[src/rtl/core/swsc_pkg.sv]
// ----------------------------------------------------------------------------
// swsc_pkg
// Shared types and constants of the sliding-window sender control.
// ----------------------------------------------------------------------------
`default_nettype none

package swsc_pkg;

	localparam int SEQ_W  = 15;   // sequence number width
	localparam int FLEN_W = 24;   // file length / byte offset width
	localparam int TMO_W  = 16;   // timeout register width
	localparam int TIME_W = 32;   // time stamp width
	localparam int PLEN_W = 11;   // payload length field width
	localparam int PB_W   = 16;   // payload size width (up to 65535)
	localparam int NUM_W  = 25;   // file_length + payload size - 1
	localparam int CFG_IDX_W = 1;
	localparam int CFG_DAT_W = 24;

	localparam logic [SEQ_W-1:0] SEQ_MAX     = '1;
	localparam logic [TMO_W-1:0] TIMEOUT_RST = 16'd1000;

	localparam logic [1:0] REQ_ISSUE = 2'd0;
	localparam logic [1:0] REQ_ACK   = 2'd1;
	localparam logic [1:0] REQ_SCAN  = 2'd2;

	localparam logic [CFG_IDX_W-1:0] CFG_FILE_LENGTH = 1'd0;
	localparam logic [CFG_IDX_W-1:0] CFG_TIMEOUT_MS  = 1'd1;

	typedef enum logic [7:0] {
		ST_IDLE     = 8'b0000_0001,
		ST_ISSUE    = 8'b0000_0010,
		ST_DIV      = 8'b0000_0100,
		ST_ACK_RD   = 8'b0000_1000,
		ST_ACK_CHK  = 8'b0001_0000,
		ST_ACK_MARK = 8'b0010_0000,
		ST_SCAN     = 8'b0100_0000,
		ST_RESP     = 8'b1000_0000
	} state_t;

endpackage

`default_nettype wire

[src/rtl/core/swsc_ram.sv]
// ----------------------------------------------------------------------------
// swsc_ram
// Generic simple dual-port RAM: one write port, one read port, registered read.
// ----------------------------------------------------------------------------
`default_nettype none

module swsc_ram #(
	parameter int WIDTH = 32,
	parameter int DEPTH = 8
) (
	input  wire logic                     clk,
	input  wire logic                     wr_en,
	input  wire logic [$clog2(DEPTH)-1:0] wr_addr,
	input  wire logic [WIDTH-1:0]         wr_data,
	input  wire logic [$clog2(DEPTH)-1:0] rd_addr,
	output logic      [WIDTH-1:0]         rd_data
);

	logic [WIDTH-1:0] mem_q [DEPTH];

	always_ff @(posedge clk) begin
		if (wr_en) begin
			mem_q[wr_addr] <= wr_data;
		end
		rd_data <= mem_q[rd_addr];
	end

endmodule

`default_nettype wire

[src/rtl/core/swsc_div.sv]
// ----------------------------------------------------------------------------
// swsc_div
// Divider by a fixed divisor through multiplication by its reciprocal; the
// quotient is registered and valid in the cycle after go.
// ----------------------------------------------------------------------------
`default_nettype none

module swsc_div #(
	parameter int DIVISOR = 1024
) (
	input  wire logic                       clk,
	input  wire logic                       arst_n,
	input  wire logic                       go,
	input  wire logic [swsc_pkg::NUM_W-1:0] numer,
	output logic                            done,
	output logic      [swsc_pkg::NUM_W-1:0] quot
);

	// quotient = (numer * RCP) >> SHIFT, with RCP = ceil(2^SHIFT / DIVISOR);
	// exact for every numerator below 2^NUM_W
	localparam int LOG_W  = $clog2(DIVISOR);
	localparam int SHIFT  = swsc_pkg::NUM_W + LOG_W;
	localparam int RCP_W  = swsc_pkg::NUM_W + 2;
	localparam int PROD_W = swsc_pkg::NUM_W + RCP_W;
	localparam logic [63:0] RCP_64 =
		((64'd1 << SHIFT) + 64'(DIVISOR) - 64'd1) / 64'(DIVISOR);
	localparam logic [RCP_W-1:0] RCP = RCP_64[RCP_W-1:0];

	logic [PROD_W-1:0] prod;

	assign prod = {{RCP_W{1'b0}}, numer} * {{swsc_pkg::NUM_W{1'b0}}, RCP};

	always_ff @(posedge clk or negedge arst_n) begin
		if (!arst_n) begin
			done <= 1'b0;
			quot <= '0;
		end else begin
			done <= go;
			if (go) begin
				quot <= swsc_pkg::NUM_W'(prod >> SHIFT);
			end
		end
	end

endmodule

`default_nettype wire

[src/rtl/core/sliding_window_sender_control.sv]
// ----------------------------------------------------------------------------
// sliding_window_sender_control
// Sender-side control of a sliding-window transfer: grants sequence numbers,
// takes cumulative acks and looks for timed-out packets.
// ----------------------------------------------------------------------------
// An item is accepted when start is high and busy is low; its result appears
// on the result ports for one cycle with done high, and must be taken then,
// because the block has no way to hold a result. A data issue or a refused
// issue passes through the issue state and an unused request type goes
// straight to the response state; the header issue also waits in the divider
// state for the packet count from the reciprocal-multiply divider; an ack
// reads and checks the flag and, when it is taken, marks the entries from the
// window base to the acked sequence (one window entry marked per cycle); a
// timeout check walks at most the outstanding entries, as the scan reads one
// entry of the stamp and ack-flag memories per cycle. busy drops in the done
// cycle, so the next item can be accepted then. Configuration writes are
// taken only while idle. Window state lives in two RAMs with registered read
// and needs no clearing after reset.
// ----------------------------------------------------------------------------
`default_nettype none

module sliding_window_sender_control #(
	parameter int WINDOW_DEPTH  = 8,
	parameter int PAYLOAD_BYTES = 1024
) (
	input  wire logic                            clk,
	input  wire logic                            arst_n,
	// request channel
	input  wire logic                            start,
	output logic                                 busy,
	input  wire logic [1:0]                      req_type,
	input  wire logic [swsc_pkg::SEQ_W-1:0]      ack_seq,
	input  wire logic [swsc_pkg::TIME_W-1:0]     cur_time,
	// result channel
	output logic                                 done,
	output logic                                 granted,
	output logic      [swsc_pkg::SEQ_W-1:0]      pkt_seq,
	output logic                                 is_header,
	output logic      [swsc_pkg::FLEN_W-1:0]     byte_offset,
	output logic      [swsc_pkg::PLEN_W-1:0]     payload_len,
	output logic      [swsc_pkg::SEQ_W-1:0]      packet_count,
	output logic                                 resend_found,
	output logic      [swsc_pkg::SEQ_W-1:0]      resend_seq,
	output logic                                 window_full,
	output logic                                 sending_done,
	output logic                                 all_done,
	// configuration
	input  wire logic                            cfg_valid,
	output logic                                 cfg_ready,
	input  wire logic [swsc_pkg::CFG_IDX_W-1:0]  cfg_index,
	input  wire logic [swsc_pkg::CFG_DAT_W-1:0]  cfg_data
);

	localparam int SLOT_W = $clog2(WINDOW_DEPTH);
	localparam int SEQ_W  = swsc_pkg::SEQ_W;
	localparam int FLEN_W = swsc_pkg::FLEN_W;
	localparam int TIME_W = swsc_pkg::TIME_W;
	localparam int MUL_W  = swsc_pkg::SEQ_W + swsc_pkg::PB_W;

	localparam logic [SEQ_W-1:0]        DEPTH_SEQ  = SEQ_W'(WINDOW_DEPTH);
	localparam logic [SLOT_W:0]         DEPTH_SUM  = (SLOT_W + 1)'(WINDOW_DEPTH);
	localparam logic [SLOT_W-1:0]       SLOT_LAST  = SLOT_W'(WINDOW_DEPTH - 1);
	localparam logic [FLEN_W-1:0]       PB_FL      = FLEN_W'(PAYLOAD_BYTES);
	localparam logic [swsc_pkg::PB_W-1:0] PB_16    = swsc_pkg::PB_W'(PAYLOAD_BYTES);
	localparam logic [swsc_pkg::NUM_W-1:0] PB_M1   = swsc_pkg::NUM_W'(PAYLOAD_BYTES - 1);

	// slot of seq+1, matching seq modulo the depth across the sequence wrap
	function automatic logic [SLOT_W-1:0] slot_inc(input logic [SEQ_W-1:0] seq,
		input logic [SLOT_W-1:0] slot);
		logic [SLOT_W-1:0] r;
		if (seq == swsc_pkg::SEQ_MAX) begin
			r = '0;
		end else if (slot == SLOT_LAST) begin
			r = '0;
		end else begin
			r = slot + 1'b1;
		end
		return r;
	endfunction

	swsc_pkg::state_t state_q;

	// configuration
	logic [FLEN_W-1:0]          flen_q;
	logic [swsc_pkg::TMO_W-1:0] tmo_q;

	// window state
	logic [SEQ_W-1:0]  base_q;
	logic [SLOT_W-1:0] base_slot_q;
	logic [SEQ_W-1:0]  next_seq_q;
	logic [SLOT_W-1:0] next_slot_q;
	logic [FLEN_W-1:0] send_pos_q;
	logic              hdr_sent_q;
	logic              hdr_acked_q;
	logic              last_sent_q;
	logic              last_acked_q;

	// current item
	logic [SEQ_W-1:0]  ack_q;
	logic [TIME_W-1:0] now_q;

	// ack processing
	logic              in_win_q;
	logic              off_ge_q;
	logic [SLOT_W-1:0] mark_left_q;

	// scan cursor and read stage
	logic [SEQ_W-1:0]  cur_seq_q;
	logic [SLOT_W-1:0] cur_slot_q;
	logic [SEQ_W-1:0]  cnt_q;
	logic              rd_vld_s1;
	logic [SEQ_W-1:0]  rd_seq_s1;
	logic [SLOT_W-1:0] rd_slot_s1;

	// combinational
	logic [SEQ_W-1:0]  outstanding;
	logic              win_full;
	logic              refuse;
	logic [FLEN_W-1:0] rem;
	logic              is_last;
	logic [SEQ_W-1:0]  ack_d;
	logic              ack_in_win;
	logic [SLOT_W:0]   ack_sum;
	logic [SLOT_W:0]   ack_sum_mod;
	logic [SLOT_W-1:0] ack_slot;
	logic [MUL_W-1:0]  ack_off;
	logic              expired;
	logic              scan_hit;
	logic              do_issue;

	// memories
	logic              ackf_wr_en;
	logic [SLOT_W-1:0] ackf_wr_addr;
	logic              ackf_wr_data;
	logic [SLOT_W-1:0] ackf_rd_addr;
	logic              ackf_rd_data;
	logic              stamp_wr_en;
	logic [SLOT_W-1:0] stamp_wr_addr;
	logic [TIME_W-1:0] stamp_rd_data;

	// divider
	logic                       div_go;
	logic                       div_done;
	logic [swsc_pkg::NUM_W-1:0] div_numer;
	logic [swsc_pkg::NUM_W-1:0] div_quot;

	assign busy      = (state_q != swsc_pkg::ST_IDLE);
	assign cfg_ready = ~busy;

	always_comb begin
		outstanding = next_seq_q - base_q;
		win_full    = (outstanding >= DEPTH_SEQ);
		refuse      = win_full | (hdr_sent_q & ~hdr_acked_q) | last_sent_q;
		rem         = (flen_q > send_pos_q) ? (flen_q - send_pos_q) : '0;
		is_last     = (rem <= PB_FL);

		ack_d       = ack_q - base_q;
		ack_in_win  = (ack_d < outstanding);
		ack_sum     = {1'b0, base_slot_q} + {1'b0, ack_d[SLOT_W-1:0]};
		ack_sum_mod = (ack_sum >= DEPTH_SUM) ? (ack_sum - DEPTH_SUM) : ack_sum;
		// a window that crosses the sequence wrap puts small acks at slot = ack
		ack_slot    = (ack_q < base_q) ? ack_q[SLOT_W-1:0] : ack_sum_mod[SLOT_W-1:0];
		ack_off     = {{swsc_pkg::PB_W{1'b0}}, ack_q} * {{SEQ_W{1'b0}}, PB_16};

		expired  = ~ackf_rd_data & ((now_q - stamp_rd_data) > TIME_W'(tmo_q));
		scan_hit = (state_q == swsc_pkg::ST_SCAN) & rd_vld_s1 & expired;
		do_issue = (state_q == swsc_pkg::ST_ISSUE) & ~refuse;

		ackf_wr_en    = do_issue | (state_q == swsc_pkg::ST_ACK_MARK);
		ackf_wr_addr  = do_issue ? next_slot_q : base_slot_q;
		ackf_wr_data  = (state_q == swsc_pkg::ST_ACK_MARK);
		ackf_rd_addr  = (state_q == swsc_pkg::ST_ACK_RD) ? ack_slot : cur_slot_q;
		stamp_wr_en   = do_issue | scan_hit;
		stamp_wr_addr = do_issue ? next_slot_q : rd_slot_s1;

		div_go    = do_issue & ~hdr_sent_q;
		div_numer = {1'b0, flen_q} + PB_M1;
	end

	swsc_ram #(
		.WIDTH(1),
		.DEPTH(WINDOW_DEPTH)
	) u_ackf_ram (
		.clk     (clk),
		.wr_en   (ackf_wr_en),
		.wr_addr (ackf_wr_addr),
		.wr_data (ackf_wr_data),
		.rd_addr (ackf_rd_addr),
		.rd_data (ackf_rd_data)
	);

	swsc_ram #(
		.WIDTH(TIME_W),
		.DEPTH(WINDOW_DEPTH)
	) u_stamp_ram (
		.clk     (clk),
		.wr_en   (stamp_wr_en),
		.wr_addr (stamp_wr_addr),
		.wr_data (now_q),
		.rd_addr (cur_slot_q),
		.rd_data (stamp_rd_data)
	);

	swsc_div #(
		.DIVISOR(PAYLOAD_BYTES)
	) u_div (
		.clk    (clk),
		.arst_n (arst_n),
		.go     (div_go),
		.numer  (div_numer),
		.done   (div_done),
		.quot   (div_quot)
	);

	always_ff @(posedge clk or negedge arst_n) begin
		if (!arst_n) begin
			state_q      <= swsc_pkg::ST_IDLE;
			flen_q       <= '0;
			tmo_q        <= swsc_pkg::TIMEOUT_RST;
			base_q       <= '0;
			base_slot_q  <= '0;
			next_seq_q   <= '0;
			next_slot_q  <= '0;
			send_pos_q   <= '0;
			hdr_sent_q   <= 1'b0;
			hdr_acked_q  <= 1'b0;
			last_sent_q  <= 1'b0;
			last_acked_q <= 1'b0;
			ack_q        <= '0;
			now_q        <= '0;
			in_win_q     <= 1'b0;
			off_ge_q     <= 1'b0;
			mark_left_q  <= '0;
			cur_seq_q    <= '0;
			cur_slot_q   <= '0;
			cnt_q        <= '0;
			rd_vld_s1    <= 1'b0;
			rd_seq_s1    <= '0;
			rd_slot_s1   <= '0;
			done         <= 1'b0;
			granted      <= 1'b0;
			pkt_seq      <= '0;
			is_header    <= 1'b0;
			byte_offset  <= '0;
			payload_len  <= '0;
			packet_count <= '0;
			resend_found <= 1'b0;
			resend_seq   <= '0;
			window_full  <= 1'b0;
			sending_done <= 1'b0;
			all_done     <= 1'b0;
		end else begin
			done <= 1'b0;

			if (cfg_valid && cfg_ready) begin
				case (cfg_index)
					swsc_pkg::CFG_FILE_LENGTH: flen_q <= cfg_data;
					swsc_pkg::CFG_TIMEOUT_MS: tmo_q <= cfg_data[swsc_pkg::TMO_W-1:0];
					default: ;
				endcase
			end

			case (state_q)
				swsc_pkg::ST_IDLE: begin
					if (start) begin
						ack_q        <= ack_seq;
						now_q        <= cur_time;
						cur_seq_q    <= base_q;
						cur_slot_q   <= base_slot_q;
						cnt_q        <= '0;
						rd_vld_s1    <= 1'b0;
						granted      <= 1'b0;
						pkt_seq      <= '0;
						is_header    <= 1'b0;
						byte_offset  <= '0;
						payload_len  <= '0;
						packet_count <= '0;
						resend_found <= 1'b0;
						resend_seq   <= '0;
						case (req_type)
							swsc_pkg::REQ_ISSUE: state_q <= swsc_pkg::ST_ISSUE;
							swsc_pkg::REQ_ACK:   state_q <= swsc_pkg::ST_ACK_RD;
							swsc_pkg::REQ_SCAN:  state_q <= swsc_pkg::ST_SCAN;
							default:             state_q <= swsc_pkg::ST_RESP;
						endcase
					end
				end

				swsc_pkg::ST_ISSUE: begin
					if (refuse) begin
						state_q <= swsc_pkg::ST_RESP;
					end else begin
						granted     <= 1'b1;
						pkt_seq     <= next_seq_q;
						next_seq_q  <= next_seq_q + 1'b1;
						next_slot_q <= slot_inc(next_seq_q, next_slot_q);
						if (!hdr_sent_q) begin
							is_header  <= 1'b1;
							hdr_sent_q <= 1'b1;
							state_q    <= swsc_pkg::ST_DIV;
						end else begin
							byte_offset <= send_pos_q;
							if (is_last) begin
								payload_len <= rem[swsc_pkg::PLEN_W-1:0];
								send_pos_q  <= flen_q;
								last_sent_q <= 1'b1;
							end else begin
								payload_len <= PB_FL[swsc_pkg::PLEN_W-1:0];
								send_pos_q  <= send_pos_q + PB_FL;
							end
							state_q <= swsc_pkg::ST_RESP;
						end
					end
				end

				swsc_pkg::ST_DIV: begin
					if (div_done) begin
						packet_count <= (div_quot[swsc_pkg::NUM_W-1:SEQ_W] != '0)
							? swsc_pkg::SEQ_MAX : div_quot[SEQ_W-1:0];
						state_q <= swsc_pkg::ST_RESP;
					end
				end

				swsc_pkg::ST_ACK_RD: begin
					in_win_q    <= ack_in_win;
					off_ge_q    <= (ack_off >= MUL_W'(flen_q));
					mark_left_q <= ack_d[SLOT_W-1:0];
					state_q     <= swsc_pkg::ST_ACK_CHK;
				end

				swsc_pkg::ST_ACK_CHK: begin
					if (in_win_q && !ackf_rd_data) begin
						if (ack_q == '0) begin
							hdr_acked_q <= 1'b1;
						end else if (off_ge_q) begin
							last_acked_q <= 1'b1;
						end
						state_q <= swsc_pkg::ST_ACK_MARK;
					end else begin
						state_q <= swsc_pkg::ST_RESP;
					end
				end

				swsc_pkg::ST_ACK_MARK: begin
					// flag write happens on the RAM port at base_slot_q
					base_q      <= base_q + 1'b1;
					base_slot_q <= slot_inc(base_q, base_slot_q);
					if (mark_left_q == '0) begin
						state_q <= swsc_pkg::ST_RESP;
					end else begin
						mark_left_q <= mark_left_q - 1'b1;
					end
				end

				swsc_pkg::ST_SCAN: begin
					// reads go out one per cycle; data checked in the cycle after
					if (scan_hit) begin
						resend_found <= 1'b1;
						resend_seq   <= rd_seq_s1;
						rd_vld_s1    <= 1'b0;
						state_q      <= swsc_pkg::ST_RESP;
					end else if (cnt_q != outstanding) begin
						rd_vld_s1  <= 1'b1;
						rd_seq_s1  <= cur_seq_q;
						rd_slot_s1 <= cur_slot_q;
						cur_seq_q  <= cur_seq_q + 1'b1;
						cur_slot_q <= slot_inc(cur_seq_q, cur_slot_q);
						cnt_q      <= cnt_q + 1'b1;
					end else begin
						rd_vld_s1 <= 1'b0;
						state_q   <= swsc_pkg::ST_RESP;
					end
				end

				swsc_pkg::ST_RESP: begin
					done         <= 1'b1;
					window_full  <= win_full;
					sending_done <= last_sent_q;
					all_done     <= last_acked_q;
					state_q      <= swsc_pkg::ST_IDLE;
				end

				default: begin
					state_q <= swsc_pkg::ST_IDLE;
				end
			endcase
		end
	end

	a_outstanding_bound: assert property (@(posedge clk) disable iff (!arst_n)
		outstanding <= DEPTH_SEQ)
		else $error("outstanding count exceeds window depth");

	a_accept_busy: assert property (@(posedge clk) disable iff (!arst_n)
		(start && !busy) |=> busy)
		else $error("accepted item did not make the block busy");

	a_done_after_resp: assert property (@(posedge clk) disable iff (!arst_n)
		done |-> $past(state_q == swsc_pkg::ST_RESP))
		else $error("result strobe without response state");

	a_no_grant_full: assert property (@(posedge clk) disable iff (!arst_n)
		(state_q == swsc_pkg::ST_ISSUE && win_full) |=> !granted)
		else $error("grant issued while window full");

	a_header_granted: assert property (@(posedge clk) disable iff (!arst_n)
		(done && is_header) |-> (granted && pkt_seq == '0))
		else $error("header result without grant of sequence zero");

endmodule

`default_nettype wire

[config.mk]
export PLATFORM = sky130hd
export DESIGN_NAME = sliding_window_sender_control
export DESIGN_NICKNAME = d
export VERILOG_FILES = /design/src/rtl/core/swsc_pkg.sv /design/src/rtl/core/swsc_ram.sv /design/src/rtl/core/swsc_div.sv /design/src/rtl/core/sliding_window_sender_control.sv
export SDC_FILE = /design/constraint.sdc
export NUM_CORES = 1
export LEC_CHECK = 0
export BUFFER_PORTS_ARGS = -buffer_cell sky130_fd_sc_hd__buf_2
export CAP_MARGIN = 10
export CELL_PAD_IN_SITES_DETAIL_PLACEMENT = 0
export CELL_PAD_IN_SITES_GLOBAL_PLACEMENT = 1
export CORE_ASPECT_RATIO = 0.5
export CORE_MARGIN = 2
export CORE_UTILIZATION = 45
export DETAILED_ROUTE_END_ITERATION = 10
export MAX_ROUTING_LAYER = met4
export PLACE_DENSITY = 0.78
export SYNTH_ARGS = -nofsm -noshare
export SYNTH_HDL_FRONTEND = slang
export SYNTH_SLANG_ARGS = --single-unit
[constraint.sdc]
create_clock -name clk -period 8.3 [get_ports clk]
set_input_delay 2.075 -clock clk [delete_from_list [all_inputs] [get_ports clk]]
set_output_delay 2.075 -clock clk [all_outputs]
set_load 0.005 [all_outputs]
==> results by group <==
Outcome
  • Outcome: complete, no violations

Setup path
  • Crit-path cells: ha_1 -> nor2b_1 -> o31a_1 -> o21a_1 -> nand2_1 -> nand2_1 -> a21o_1 -> a21boi_0 -> o21ai_0 -> xor2_1 -> ha_1 -> nand4_1 -> nor4_1 -> a21boi_0 -> o31a_1 -> nor2_1 -> o2111a_1 -> nand3_1 -> nor4_1 -> a311oi_4 -> buf_4 -> a22oi_1 -> nor2_4
  • Crit start category: flip-flop
  • Setup crit start: now_q[1]$_DFFE_PN0P_
  • Worst Setup End Kind: flip-flop
  • Data arrival, critical path: 7.02 ns
  • Worst Path Required: ~8.5 ns
  • Crit path max fanout: 66
  • WS Path Type: flip-flop to flip-flop
  • Critical path buffers and inverters: 1
  • R2r startpoint: now_q[1]$_DFFE_PN0P_
  • CP top delay family: compound AO/OA/AOI/OAI gates
  • Slowest cell on crit path: nor2_4
  • CP max stage delay: between 1 and 1.5 ns

Yosys
  • Number of synthesized flops with an enable pin: between 200 and 300
  • Seq cells post-synth: a little over 600
  • Library cells used by synthesis: 93
  • Top post-synthesis cells by area: edfxtp_1 (25%), dfrtp_1 (25%), ha_1 (5.7%)
  • Netlist area before placement: 0.0312 sq mm
  • Dominant synthesized flop cell: dfrtp_1
  • Yosys warnings: 0
  • Top cells by count, synth: nand2_1 (385), dfrtp_1 (312), edfxtp_1 (264)
  • Syn_area_per_cell: 11.3 sq um
  • Yosys top cell by area: edfxtp_1
  • Top-count cell post-synth: nand2_1
  • Synthesized Nets: roughly 3000
  • Synth async-reset ratio: 0.518
  • Synth top area share: 0.254
  • Register area share after synthesis: 0.531
  • Synthesized instance count: approximately 2800

Min path
  • Hold Path Class: flip-flop to flip-flop
  • HP Start: sending_done$_DFFE_PN0P_

Die
  • Die X: 376 um
  • FP Rows: between 60 and 70
  • Die height: around 190 um
  • Initial Util: 0.454
  • Core area: between 0.06 and 0.07 sq mm
  • Die Area: 0.0716 sq mm
  • IO Count: 167

CTS
  • CTS tree: yes
  • Root buf cell: clkbuf_16
  • Post-cts hold buffer count: 0
  • CTS H-Tree Depth: 2
  • Clk_lat worst skew: 0.64 ns
  • Clock sinks: a little over 600
  • Clock transition at the registers of the reported paths: around 0.070 ns
  • Post-CTS setup buffer count: 0
  • Cts bufs inserted: 55
  • Resize count post-CTS: 0
  • Clock buffer depth: 3

Timing
  • RSZ-0062 raised after global routing: false
  • Period minus WS final: around 6.8 ns
  • Slew headroom: 0.185
  • Max Slew Vio Count: 0
  • Setup violators final: 0
  • Worst-Margin Slew: around 1.2 ns
  • Fin Setup TNS: 0 ns
  • Final hold vios: 0
  • Fin crit share: 0.816
  • Fmax achieved: approximately 150 MHz
  • Skew final: between 0.015 and 0.02 ns

Power and ir drop
  • Peak supply drop: 177 uV
  • Final Power: 11300 uW
  • Static leakage: between 0.01 and 0.015 uW
  • Power per cell area: 322 mW/mm^2

Placed design
  • RePlAce Congestion: around 0.91
  • Detailed placement HPWL: about 56 mm
  • Placed inst area: about 0.033 sq mm
  • Placed cells: roughly 3800
  • Port bufs: 166

Job
  • Max cap viols: 0

Global route
  • Number of global-route vias before repair: 21700
  • First-pass GRT wire length: roughly 130 mm
  • Initial antenna violation count: 3
  • Grt ovf: 0
  • GRT Total Usage: 0.234
  • Largest net degree at the start of global routing: approximately 120

Finish
  • Fillers: around 6100
  • Net count, final: between 3000 and 4000
  • Layout cells sized above 1: 0.158
  • Fin cells: 3860
  • Synthesis-to-finish area growth: 11.9%
  • Design area: around 0.035 sq mm

Routing
  • Vias: 22100
  • Residual DRC count: 0
  • Drt first pass iters: 6
  • DR WL/cell: roughly 21 um
  • Initial DRC count: about 2000
  • ANT nets after route: 0
  • Post-DR vias/cell: around 5.7
  • WL final: roughly 81 mm
layout make-up:
cell class,count,area [sq um],share of cell area
clock buffer,79,1590,0.0454
sequential,616,16600,0.475
timing repair buffer,193,1070,0.0306
inverter,152,571,0.0163
multi-input combinational,1884,13700,0.392
antenna,4,10.0,0.000287
clock inverter,22,274,0.00784
tap,910,1140,0.0326
placed cells by master (no fill, tap or decap), types with 25 or more instances in the layout:
master     Yosys  routed
a21o_1        45      45
a21oi_1      147     146
a22o_1        30      30
and3_1        27      27
buf_2         10     165
buf_4          0      25
clkbuf_16      0      56
dfrtp_1      312     310
dfxtp_1       33      33
edfxtp_1     264     264
ha_1         142     142
inv_1        152     152
mux2_2        59      59
mux4_2        64      64
nand2_1      385     384
nand3_1       83      83
nand4_1       41      41
nor2_1       114     105
nor3_1        56      56
o21ai_0      111     111
o21ai_1       43      43
o31ai_1       26      26
xnor2_1       72      72
xor2_1        29      29
power breakdown:
part           switching (uW)  internal, uW
Sequential                555          3730
Combinational            2600          1750
Clock                    1170          1470
per-layer routing:
layer  vias up  track usage  part of all wire
li1      10400            -                 -
met1     11000        0.340              0.49
met2       510        0.347              0.44
met3       102       0.0321             0.049
met4         0       0.0580             0.021
met5         -            -                 0
through the flow:
stage          utilization  worst slack (ns)  hold WS (ns)
5_1_grt              0.508             0.864         0.487
3_3_place_gp         0.481              1.76         0.450
4_1_cts              0.508              1.46         0.474
2_1_floorplan            -              1.97         0.433
3_5_place_dp         0.481              1.51         0.458
6_report             0.508              1.53         0.472
worst register-to-register path: stages, from the launching register on:
cell and delay (ns):
dfrtp_1 0.48, ha_1 0.32, nor2b_1 0.14, o31a_1 0.28
o21a_1 0.26, nand2_1 0.09, nand2_1 0.05, a21o_1 0.21
a21boi_0 0.30, o21ai_0 0.17, xor2_1 0.19, ha_1 0.31
nand4_1 0.13, nor4_1 0.38, a21boi_0 0.24, o31a_1 0.18
nor2_1 0.05, o2111a_1 0.13, nand3_1 0.07, nor4_1 0.09
a311oi_4 0.22, buf_4 0.58, a22oi_1 0.47, nor2_4 1.03
cells by family after synthesis:
group,Yosys count,share of synthesized area
adders and majority gates,147,0.0601
AOI/OAI and AO/OA,582,0.123
xor gates and xnor gates,109,0.0342
muxes,165,0.0833
DFF,616,0.531
buffers and inverters,270,0.0331
and+or+nand+nor,881,0.135
final timing paths:
check	end	slack [ns]	cells past startpoint
min	sending_done$_DFFE_PN0P_	0.47	2
max reg2reg	u_stamp_ram.mem_q[0][13]$_DFFE_PP_	1.53	23
min reg2reg	sending_done$_DFFE_PN0P_	0.47	2
max	u_stamp_ram.mem_q[0][13]$_DFFE_PP_	1.53	23
min in group asynchronous	send_pos_q[16]$_DFFE_PN0P_	1.48	1
max in group asynchronous	cur_slot_q[0]$_DFFE_PN0P_	5.15	2
registers in the layout, indices dropped and copies added (netlist names), 11 cells and up:
signal	flops
u_stamp_ram.mem_q	256
now_q	32
u_stamp_ram.rd_data	32
byte_offset	24
flen_q	24
send_pos_q	24
tmo_q	16
ack_q	15
base_q	15
cnt_q	15
cur_seq_q	15
next_seq_q	15
packet_count	15
pkt_seq	15
rd_seq_s1	15
resend_seq	15
u_div.quot	15
payload_len	11
(Power assumes the default switching activity.)
